--- src/sv/spq_pkg.sv ---
// Shared types and constants for the stable priority queue.
package spq_pkg;

	// Default number of queue slots.
	localparam int unsigned DepthDefault = 16;

	// Field widths.
	localparam int unsigned PayW  = 8;
	localparam int unsigned PrioW = 8;
	localparam int unsigned FillW = 5;
	localparam int unsigned StatW = 2;

	// Stream payload widths.
	localparam int unsigned InDataW  = 40;
	localparam int unsigned OutDataW = 48;

	// Operation codes carried in the input tuser.
	localparam logic OP_INSERT = 1'b0;
	localparam logic OP_REMOVE = 1'b1;

	// Status codes carried in the output tuser.
	localparam logic [StatW-1:0] ST_DONE  = 2'd0;
	localparam logic [StatW-1:0] ST_FULL  = 2'd1;
	localparam logic [StatW-1:0] ST_EMPTY = 2'd2;

	// One stored entry: four payload words and a priority.
	typedef struct packed {
		logic [PrioW-1:0]       prio;
		logic [3:0][PayW-1:0]   pay;
	} entry_t;

	// Per-cycle command shared by every cell of the chain.
	typedef struct packed {
		logic ins;
		logic rem;
	} cell_ctrl_t;

endpackage

--- src/sv/spq_cell.sv ---
// One slot of the sorted chain: holds an entry and shifts with its neighbors.
module spq_cell (
	input  logic               clk,
	input  spq_pkg::cell_ctrl_t ctrl,
	input  logic               occupied,
	input  spq_pkg::entry_t    new_entry,
	input  spq_pkg::entry_t    prev_entry,
	input  logic               prev_ahead,
	input  spq_pkg::entry_t    next_entry,
	output spq_pkg::entry_t    entry,
	output logic               ahead
);

	spq_pkg::entry_t entry_q;

	// The new entry belongs ahead of this slot when the slot is free or holds a
	// strictly larger priority; equal priorities stay in front.
	assign ahead = !occupied || (entry_q.prio > new_entry.prio);
	assign entry = entry_q;

	// Insert shifts toward the tail, remove shifts toward the head.
	always_ff @(posedge clk) begin
		if (ctrl.ins) begin
			if (prev_ahead) begin
				entry_q <= prev_entry;
			end else if (ahead) begin
				entry_q <= new_entry;
			end
		end else if (ctrl.rem) begin
			entry_q <= next_entry;
		end
	end

endmodule

--- src/sv/stable_priority_queue_core.sv ---
// Stable sorted priority queue built as a chain of shifting slot cells.
//
// Input channel s_axis_*: one transfer is one operation. s_axis_tuser selects
// insert or remove; s_axis_tdata carries the entry to insert (ignored on a
// remove). Output channel m_axis_*: exactly one result transfer per operation,
// with the status in m_axis_tuser and the removed entry plus the fill level in
// m_axis_tdata. An insert into a full queue is dropped with status full; a
// remove from an empty queue reports status empty and changes nothing.
// Entries of equal priority leave in arrival order.
// The result is registered on the input transfer. One operation is taken
// every cycle unless the output stalls: every slot compares its priority
// with the new one in parallel and the chain shifts one slot that cycle.
// The result sits in an output register; while the receiver stalls, a new
// operation is taken only in a cycle where that register is being emptied.
// Reset empties the queue and clears the output valid at once; the slot
// contents are not cleared and are only read once written.
module stable_priority_queue_core #(
	parameter int unsigned DEPTH = spq_pkg::DepthDefault
) (
	input  logic                          clk,
	input  logic                          arst_n,
	input  logic                          s_axis_tvalid,
	output logic                          s_axis_tready,
	// payload_0, payload_1, payload_2, payload_3, prio_in
	input  logic [spq_pkg::InDataW-1:0]   s_axis_tdata,
	// opcode
	input  logic                          s_axis_tuser,
	output logic                          m_axis_tvalid,
	input  logic                          m_axis_tready,
	// out_payload_0, out_payload_1, out_payload_2, out_payload_3, prio_out,
	// fill, zero padding
	output logic [spq_pkg::OutDataW-1:0]  m_axis_tdata,
	// status
	output logic [spq_pkg::StatW-1:0]     m_axis_tuser
);

	localparam int unsigned CntW = $clog2(DEPTH + 1);

	logic                        out_valid_q;
	logic [spq_pkg::StatW-1:0]   out_stat_q;
	spq_pkg::entry_t             out_entry_q;
	logic [spq_pkg::FillW-1:0]   out_fill_q;
	logic [CntW-1:0]             count_q;

	logic                        in_xfer;
	logic                        full;
	logic                        empty;
	logic [CntW-1:0]             count_next;
	logic [spq_pkg::StatW-1:0]   stat_next;
	spq_pkg::cell_ctrl_t         ctrl;
	spq_pkg::entry_t             new_entry;
	spq_pkg::entry_t             cell_entry [DEPTH];
	logic                        cell_ahead [DEPTH];

	// Take a new operation whenever the result register is free or draining.
	assign s_axis_tready = !out_valid_q || m_axis_tready;
	assign in_xfer       = s_axis_tvalid && s_axis_tready;

	assign full  = (count_q == CntW'(DEPTH));
	assign empty = (count_q == '0);

	// Unpack the entry to insert, first field in the lowest bits.
	assign new_entry.pay[0] = s_axis_tdata[7:0];
	assign new_entry.pay[1] = s_axis_tdata[15:8];
	assign new_entry.pay[2] = s_axis_tdata[23:16];
	assign new_entry.pay[3] = s_axis_tdata[31:24];
	assign new_entry.prio   = s_axis_tdata[39:32];

	// Decide the chain command, the new count and the status.
	always_comb begin
		ctrl       = '0;
		count_next = count_q;
		stat_next  = spq_pkg::ST_DONE;
		if (s_axis_tuser == spq_pkg::OP_INSERT) begin
			if (full) begin
				stat_next = spq_pkg::ST_FULL;
			end else begin
				ctrl.ins   = in_xfer;
				count_next = count_q + CntW'(1);
			end
		end else begin
			if (empty) begin
				stat_next = spq_pkg::ST_EMPTY;
			end else begin
				ctrl.rem   = in_xfer;
				count_next = count_q - CntW'(1);
			end
		end
	end

	// Chain of slot cells, head at index zero.
	for (genvar i = 0; i < DEPTH; i++) begin : g_cell
		spq_pkg::entry_t prev_e;
		spq_pkg::entry_t next_e;
		logic            prev_b;

		if (i == 0) begin : g_head
			assign prev_e = new_entry;
			assign prev_b = 1'b0;
		end else begin : g_body
			assign prev_e = cell_entry[i-1];
			assign prev_b = cell_ahead[i-1];
		end

		if (i == DEPTH - 1) begin : g_tail
			assign next_e = cell_entry[i];
		end else begin : g_inner
			assign next_e = cell_entry[i+1];
		end

		spq_cell u_cell (
			.clk         (clk),
			.ctrl        (ctrl),
			.occupied    (CntW'(i) < count_q),
			.new_entry   (new_entry),
			.prev_entry  (prev_e),
			.prev_ahead  (prev_b),
			.next_entry  (next_e),
			.entry       (cell_entry[i]),
			.ahead       (cell_ahead[i])
		);
	end

	// Control state: fill count and result valid.
	always_ff @(posedge clk or negedge arst_n) begin
		if (!arst_n) begin
			count_q     <= '0;
			out_valid_q <= 1'b0;
		end else begin
			if (in_xfer) begin
				count_q     <= count_next;
				out_valid_q <= 1'b1;
			end else if (m_axis_tready) begin
				out_valid_q <= 1'b0;
			end
		end
	end

	// Result register, loaded on every input transfer.
	always_ff @(posedge clk) begin
		if (in_xfer) begin
			out_stat_q <= stat_next;
			out_fill_q <= spq_pkg::FillW'(count_next);
			if (ctrl.rem) begin
				out_entry_q <= cell_entry[0];
			end else begin
				out_entry_q <= '0;
			end
		end
	end

	assign m_axis_tvalid = out_valid_q;
	assign m_axis_tuser  = out_stat_q;
	assign m_axis_tdata  = {3'b000, out_fill_q, out_entry_q.prio, out_entry_q.pay[3],
		out_entry_q.pay[2], out_entry_q.pay[1], out_entry_q.pay[0]};

endmodule
--- config.mk ---
export PLATFORM = sky130hd
export DESIGN_NAME = stable_priority_queue_core
export DESIGN_NICKNAME = d
export VERILOG_FILES = /design/src/sv/spq_pkg.sv /design/src/sv/spq_cell.sv /design/src/sv/stable_priority_queue_core.sv
export SDC_FILE = /design/constraint.sdc
export NUM_CORES = 2
export LEC_CHECK = 0
export ABC_AREA = 1
export ABC_CLOCK_PERIOD_IN_PS = 9500
export BUFFER_PORTS_ARGS = -buffer_cell sky130_fd_sc_hd__buf_4
export CORE_ASPECT_RATIO = 2
export CORE_MARGIN = 10
export CORE_UTILIZATION = 44
export CTS_CLUSTER_DIAMETER = 50
export CTS_CLUSTER_SIZE = 10
export DETAILED_ROUTE_END_ITERATION = 8
export GPL_ROUTABILITY_DRIVEN = 0
export PLACE_DENSITY = 0.66
export SLEW_MARGIN = 20
export SYNTH_ARGS = -nofsm -noshare
export SYNTH_HDL_FRONTEND = slang
export SYNTH_SLANG_ARGS = --single-unit
--- constraint.sdc ---
create_clock -name clk -period 9.5 [get_ports clk]
set_input_delay 1.425 -clock clk [delete_from_list [all_inputs] [get_ports clk]]
set_output_delay 1.425 -clock clk [all_outputs]
set_load 0.01 [all_outputs]
After elaboration in Yosys (flattened, before gate mapping)
Cells that the tools add are included.
Widths: inputs -> output; s select.
{"block": "totals", "in_bits": 45, "ff_bits": 693, "output_inout_bits": 52}
{"block": "classes", "add_sub_neg": 2, "n_eq_ne": 16, "n_lt_le_gt_ge": 32, "n_reduce_logical": 55, "n_mux": 73}
{"op": "$mux 40", "count": 61}
{"op": "$gt 8x8->1", "count": 16}
{"op": "$ne 3x1->1 const B", "count": 14}
{"op": "$lt 4x5->1 const A", "count": 8}
{"op": "$reduce_and 2->1", "count": 16}
{"op": "$lt 3x5->1 const A", "count": 4}
{"op": "$logic_not 1->1", "count": 17}
{"op": "$logic_or 1x1->1", "count": 17}
{"op": "$mux 5", "count": 3}
{"op": "$lt 1x5->1 const A", "count": 2}
{"op": "$lt 2x5->1 const A", "count": 2}
{"op": "$mux 1", "count": 7}
{"op": "$reduce_bool 2->1", "count": 3}
{"op": "$add 5x1->5 const B", "count": 1}
{"op": "$eq 5x5->1 const B", "count": 1}
{"op": "$logic_not 5->1", "count": 1}
{"op": "$sub 5x1->5 const B", "count": 1}
{"op": "$mux 2", "count": 2}
{"op": "$ne 2x1->1 const B", "count": 1}
{"op": "$logic_and 1x1->1", "count": 1}

Depth between registers and ports, before layout
{"block": "depth", "word_depth": 7, "ltp_mapped": 15, "ltp_nobuf": 14}

Cells and area by module
A second synthesis with hierarchy kept.
{"block": "unflattened", "hier_cells": 4417, "area_unflattened_um2": 38215.4}
{"mod": "spq_cell", "area_each_um2": 2233.4, "n_inst": 16, "cells_per_inst": 261}
{"mod": "stable_priority_queue_core", "area_each_um2": 2481.1, "n_inst": 1, "cells_per_inst": 241}

Least setup slack after synthesis
OpenSTA, ideal clock, no wires.
{"block": "synth_timing", "path_kind": "in2reg", "from": "input s_axis_tdata[39] (netlist name)", "to": "register g_cell[13].u_cell.entry_q (netlist bit g_cell[13].u_cell.entry[0]), enable pin", "slack_ps": 4029, "cell_stages": 11, "arrival_ps": 5033, "required_ps": 9063, "cell_sequence": "inv_1 -> clkbuf_1 -> ha_1 -> nand2_1 -> nor2_1 -> nand4_1 -> nand2_1 -> nand2_1 -> clkbuf_1 -> nor2_1 -> nor2_1"}
{"block": "synth_between", "elab_chain_cells": 4, "elab_cells_between_ends": 6, "cone_classes": "2 x order compare; 1 x eq/ne; 3 x reduce/logical"}
{"element": "from (decl)", "line_no": "stable_priority_queue_core.sv:25", "text": "input logic [spq_pkg::InDataW-1:0] s_axis_tdata,"}
{"element": "$gt 8x8->1", "line_no": "spq_cell.sv:18", "text": "assign ahead = !occupied || (entry_q.prio > new_entry.prio);"}
{"element": "$logic_or 1x1->1", "line_no": "spq_cell.sv:18"}
{"element": "$ne 3x1->1 (no line) *"}
{"element": "$reduce_and 2->1 (no line) *"}
{"element": "to (signal assigned)", "line_no": "spq_cell.sv:25", "text": "entry_q <= prev_entry;"}
{"element": "to (signal assigned)", "line_no": "spq_cell.sv:27", "text": "entry_q <= new_entry;"}
{"element": "to (signal assigned)", "line_no": "spq_cell.sv:30", "text": "entry_q <= next_entry;"}
{"element": "to (decl)", "line_no": "spq_cell.sv:14", "text": "spq_pkg::entry_t entry_q;"}
Every way passes the cells marked *; elsewhere a longest branch is shown, timed or not.
A chain may end at the register's enable or synchronous reset.

Worst setup path after layout
{"block": "layout_timing", "from": "input s_axis_tdata[39] (netlist name)", "to": "register g_cell[5].u_cell.entry_q (netlist bit g_cell[5].u_cell.entry[29]), enable pin"}
{"block": "layout_between", "elab_chain_cells": 4, "elab_cells_between_ends": 6, "cone_classes": "2 x order compare; 1 x eq/ne; 3 x reduce/logical"}
{"element": "$gt 8x8->1", "line_no": "spq_cell.sv:18"}
{"element": "$logic_or 1x1->1", "line_no": "spq_cell.sv:18"}
{"element": "$ne 3x1->1 (no line) *"}
{"element": "$reduce_and 2->1 (no line) *"}
{"element": "to (signal assigned)", "line_no": "spq_cell.sv:25"}
{"element": "to (signal assigned)", "line_no": "spq_cell.sv:27"}
{"element": "to (signal assigned)", "line_no": "spq_cell.sv:30"}
{"element": "to (decl)", "line_no": "spq_cell.sv:14"}
Marked as above.

==> run summary <==
=====================================================================
Total die area ......................................... 107000 sq um
Number of distinct library cells after synthesis .......           30
Capturing element type of the critical path ............         flop
Setup Slack @ Placement ................................      4120 ps
Global routing usage summed across all routing layers ..        19.0%
Biggest fanout along the worst timing path .............           41
Worst min path class ...................................      reg2reg
Largest net degree at the start of global routing ......          221
Net count, final .......................................         5313
TritonCTS clock tree ...................................        built
Leakage ................................................      21.5 nW
Detailed Routing Iterations Pass 1 .....................            6
Setup-failing EPs final ................................            0
Setup repair after global routing missed its margin ....        false
Number of global-route vias before repair ..............        32900
H-tree levels ..........................................            3
Crit Path Class ........................................       in2reg
Final cell count without fillers .......................         6347
Post_cts resized .......................................            0
IR drop worst, VDD .....................................       205 uV
Post-layout minimum cycle time .........................      4730 ps
Wire length per cell ................................... 16.3 microns
Total congestion overflow after global routing .........            0
Cell Rows ..............................................          158
Count of maximum capacitance violations ................            0
Total count of hold-check failures in the final report .            0
Cell type with the largest total area after synthesis .. sky130_fd_sc_hd__edfxtp_1
Antenna violation net count after detailed routing .....            0
Num ports ..............................................           97
Slew at the pin with the worst max-slew slack ..........      1100 ps
Req. time, crit path ...................................      9860 ps
Skew final .............................................      20.1 ps
Clk pin slew, worst setup/hold paths ...................        50 ps
Total number of vias ...................................        32900
Result of the run ...................................... finished, final reports clean
Count of placed standard cells including taps ..........         6255
# clock sinks ..........................................          693
DIE WIDTH ..............................................  236 microns
Iteration-0 DRC Markers ................................         2657
Global-route wire length before repair ................. 171000 microns
Register area share after synthesis ....................        50.7%
Final clock period utilization by the worst path .......        49.8%
Netlist area before placement ..........................  41000 sq um
Syn Area/Cell ..........................................   7.82 sq um
Critical path startpoint category ......................   input port
Worst slew margin relative to its limit ................        26.4%
Area share of the largest cell type after synthesis ....        50.3%
YS warnings ............................................            0
Flop and latch count out of synthesis ..................          693
Avg Vias per Cell ......................................         5.18
Endpoint arrival time on the critical path .............      5090 ps
Maximum buffer depth of the clock tree .................            3
Highest clock frequency the design can meet ............      211 MHz
Number of DRC violations after detailed routing ........            0
Layout cells sized above 1 .............................        5.52%
Buffer count from post-CTS setup fixing ................            0
Area inside the core boundary ..........................  92700 sq um
Area growth syn-to-layout ..............................        8.39%
Post-layout worst setup margin .........................      4770 ps
Number of buffers inserted by port buffering ...........           93
Sum Neg Setup Slack ....................................         0 ps
Skew-Pair Late Insertion Delay .........................       650 ps
Starting density of the core ...........................        44.2%
Initial antenna violation count ........................            1
Post-cts hold buffer count .............................            0
Post-synthesis cell count ..............................         5246
Number of CTS-inserted buffers .........................           79
Chip height ............................................  452 microns
Worst hold slack .......................................       511 ps
Cell count of the worst hold path ......................            2
Depth of the worst register-to-register path ...........           10
DP Wirelength .......................................... 71700 microns
Final WL ............................................... 104000 microns
Top cells by area, synth ............................... sky130_fd_sc_hd__edfxtp_1, sky130_fd_sc_hd__nand2_1, sky130_fd_sc_hd__nand3_1
Power per standard cell area ...........................  309 nW/um^2
Root buf cell .......................................... sky130_fd_sc_hd__clkbuf_16
Max-slew violation total from the final report .........            0
=====================================================================
-- synthesized netlist by cell type (all sizes together) --
library cell,instances
nand2,1985
nand3,1128
edfxtp,687
inv,676
clkbuf,204
buf,155
ha,132
o21ai,98
nor2,91
a21oi,36
nand4,18
a21o,14
dfrtp,6
xor2,3
a31oi,2
clkinv,2
nor3,2
o21a,2
xnor2,2
conb,1
o221ai,1
o22ai,1
-- state kept, by name, summed over array words and instances (netlist names) --
signal               count
count_q                  5
g_cell.u_cell.entry    640
m_axis_tvalid            1
out_fill_q               5
m_axis_tdata            40
m_axis_tuser             2
-- stage by stage --
stage	util [%]	total power, mW	area (sq um)
2_1_floorplan	-	9.56	41000
3_3_place_gp	45.7	10.9	42300
3_5_place_dp	45.7	11.1	42300
4_1_cts	47.9	13.8	44500
5_1_grt	47.9	14.9	44500
6_report	47.9	13.8	44500
-- critical path, cell delays in order --
cell	delay (ps)
sky130_fd_sc_hd__buf_4	120
sky130_fd_sc_hd__inv_1	530
sky130_fd_sc_hd__ha_1	370
sky130_fd_sc_hd__a21o_1	170
sky130_fd_sc_hd__nor2_1	90
sky130_fd_sc_hd__nand2_1	60
sky130_fd_sc_hd__nand2_1	50
sky130_fd_sc_hd__buf_4	370
sky130_fd_sc_hd__nand2_2	590
sky130_fd_sc_hd__nand2_1	270
sky130_fd_sc_hd__nand2_1	540
sky130_fd_sc_hd__buf_4	470
-- cells in the final DEF (no fill, tap or decap), types with 5 or more instances in the layout --
cell type,n
sky130_fd_sc_hd__clkbuf_16,81
sky130_fd_sc_hd__nor2_4,5
sky130_fd_sc_hd__clkbuf_1,5
sky130_fd_sc_hd__dfrtp_1,6
sky130_fd_sc_hd__edfxtp_1,687
sky130_fd_sc_hd__nand4_1,18
sky130_fd_sc_hd__o21ai_0,89
sky130_fd_sc_hd__buf_4,163
sky130_fd_sc_hd__a21oi_1,36
sky130_fd_sc_hd__inv_1,667
sky130_fd_sc_hd__nand3_1,1127
sky130_fd_sc_hd__o21ai_1,5
sky130_fd_sc_hd__nor2_1,83
sky130_fd_sc_hd__nand2_1,1977
sky130_fd_sc_hd__ha_1,132
sky130_fd_sc_hd__inv_2,8
sky130_fd_sc_hd__nand2_2,7
sky130_fd_sc_hd__a21o_1,14
-- kinds of logic (layout without fill, tap and decap cells) --
| family | count (synthesis) | after routing | share of synthesized area [%] |
|---|---|---|---|
| AOI/OAI and AO/OA | 154 | 154 | 2.05 |
| xor gates and xnor gates | 5 | 5 | 0.107 |
| adders and majority gates | 132 | 132 | 4.03 |
| buffers and inverters | 1037 | 935 | 10.0 |
| DFF | 693 | 693 | 50.7 |
| other | 1 | 4 | 0.00914 |
| and+or+nand+nor | 3224 | 3224 | 33.1 |
-- layer usage --
| layer | track usage (%) | vias up | routed length, microns |
|---|---|---|---|
| li1 | - | 16700 | - |
| met1 | 20.9 | 15100 | 39900 |
| met2 | 36.1 | 914 | 55800 |
| met3 | 2.43 | 219 | 4570 |
| met4 | 7.82 | 0 | 3520 |
| met5 | 0 | - | 0 |
-- power by group --
group	switching [mW]	internal, mW
clock	1.20	1.53
combinational	3.86	1.64
sequential	0.575	4.94
-- layout make-up --
class | instances | area (sq um)
diodes | 1 | 2.50
clock buffers | 86 | 2050
clock inverters | 5 | 76.3
fillers | 8908 | 48300
inverters | 678 | 2550
multi-input cells | 3518 | 16200
flip-flops and latches | 693 | 20800
well taps | 1200 | 1500
repair buffers | 166 | 1280
-- final timing paths --
kind / slack (ps) / to / start
max in group asynchronous: 8810 / count_q[3] / arst_n
worst min-delay path: 510 / g_cell[14].u_cell.entry[26] / g_cell[15].u_cell.entry[26]
min in group asynchronous: 580 / count_q[1] / arst_n
worst min register to register: 510 / g_cell[14].u_cell.entry[26] / g_cell[15].u_cell.entry[26]
worst max-delay path: 4770 / g_cell[5].u_cell.entry[29] / s_axis_tdata[39]
worst max register to register: 4860 / g_cell[6].u_cell.entry[17] / count_q[1]
Note: power is estimated with default switching activity, not from simulation.
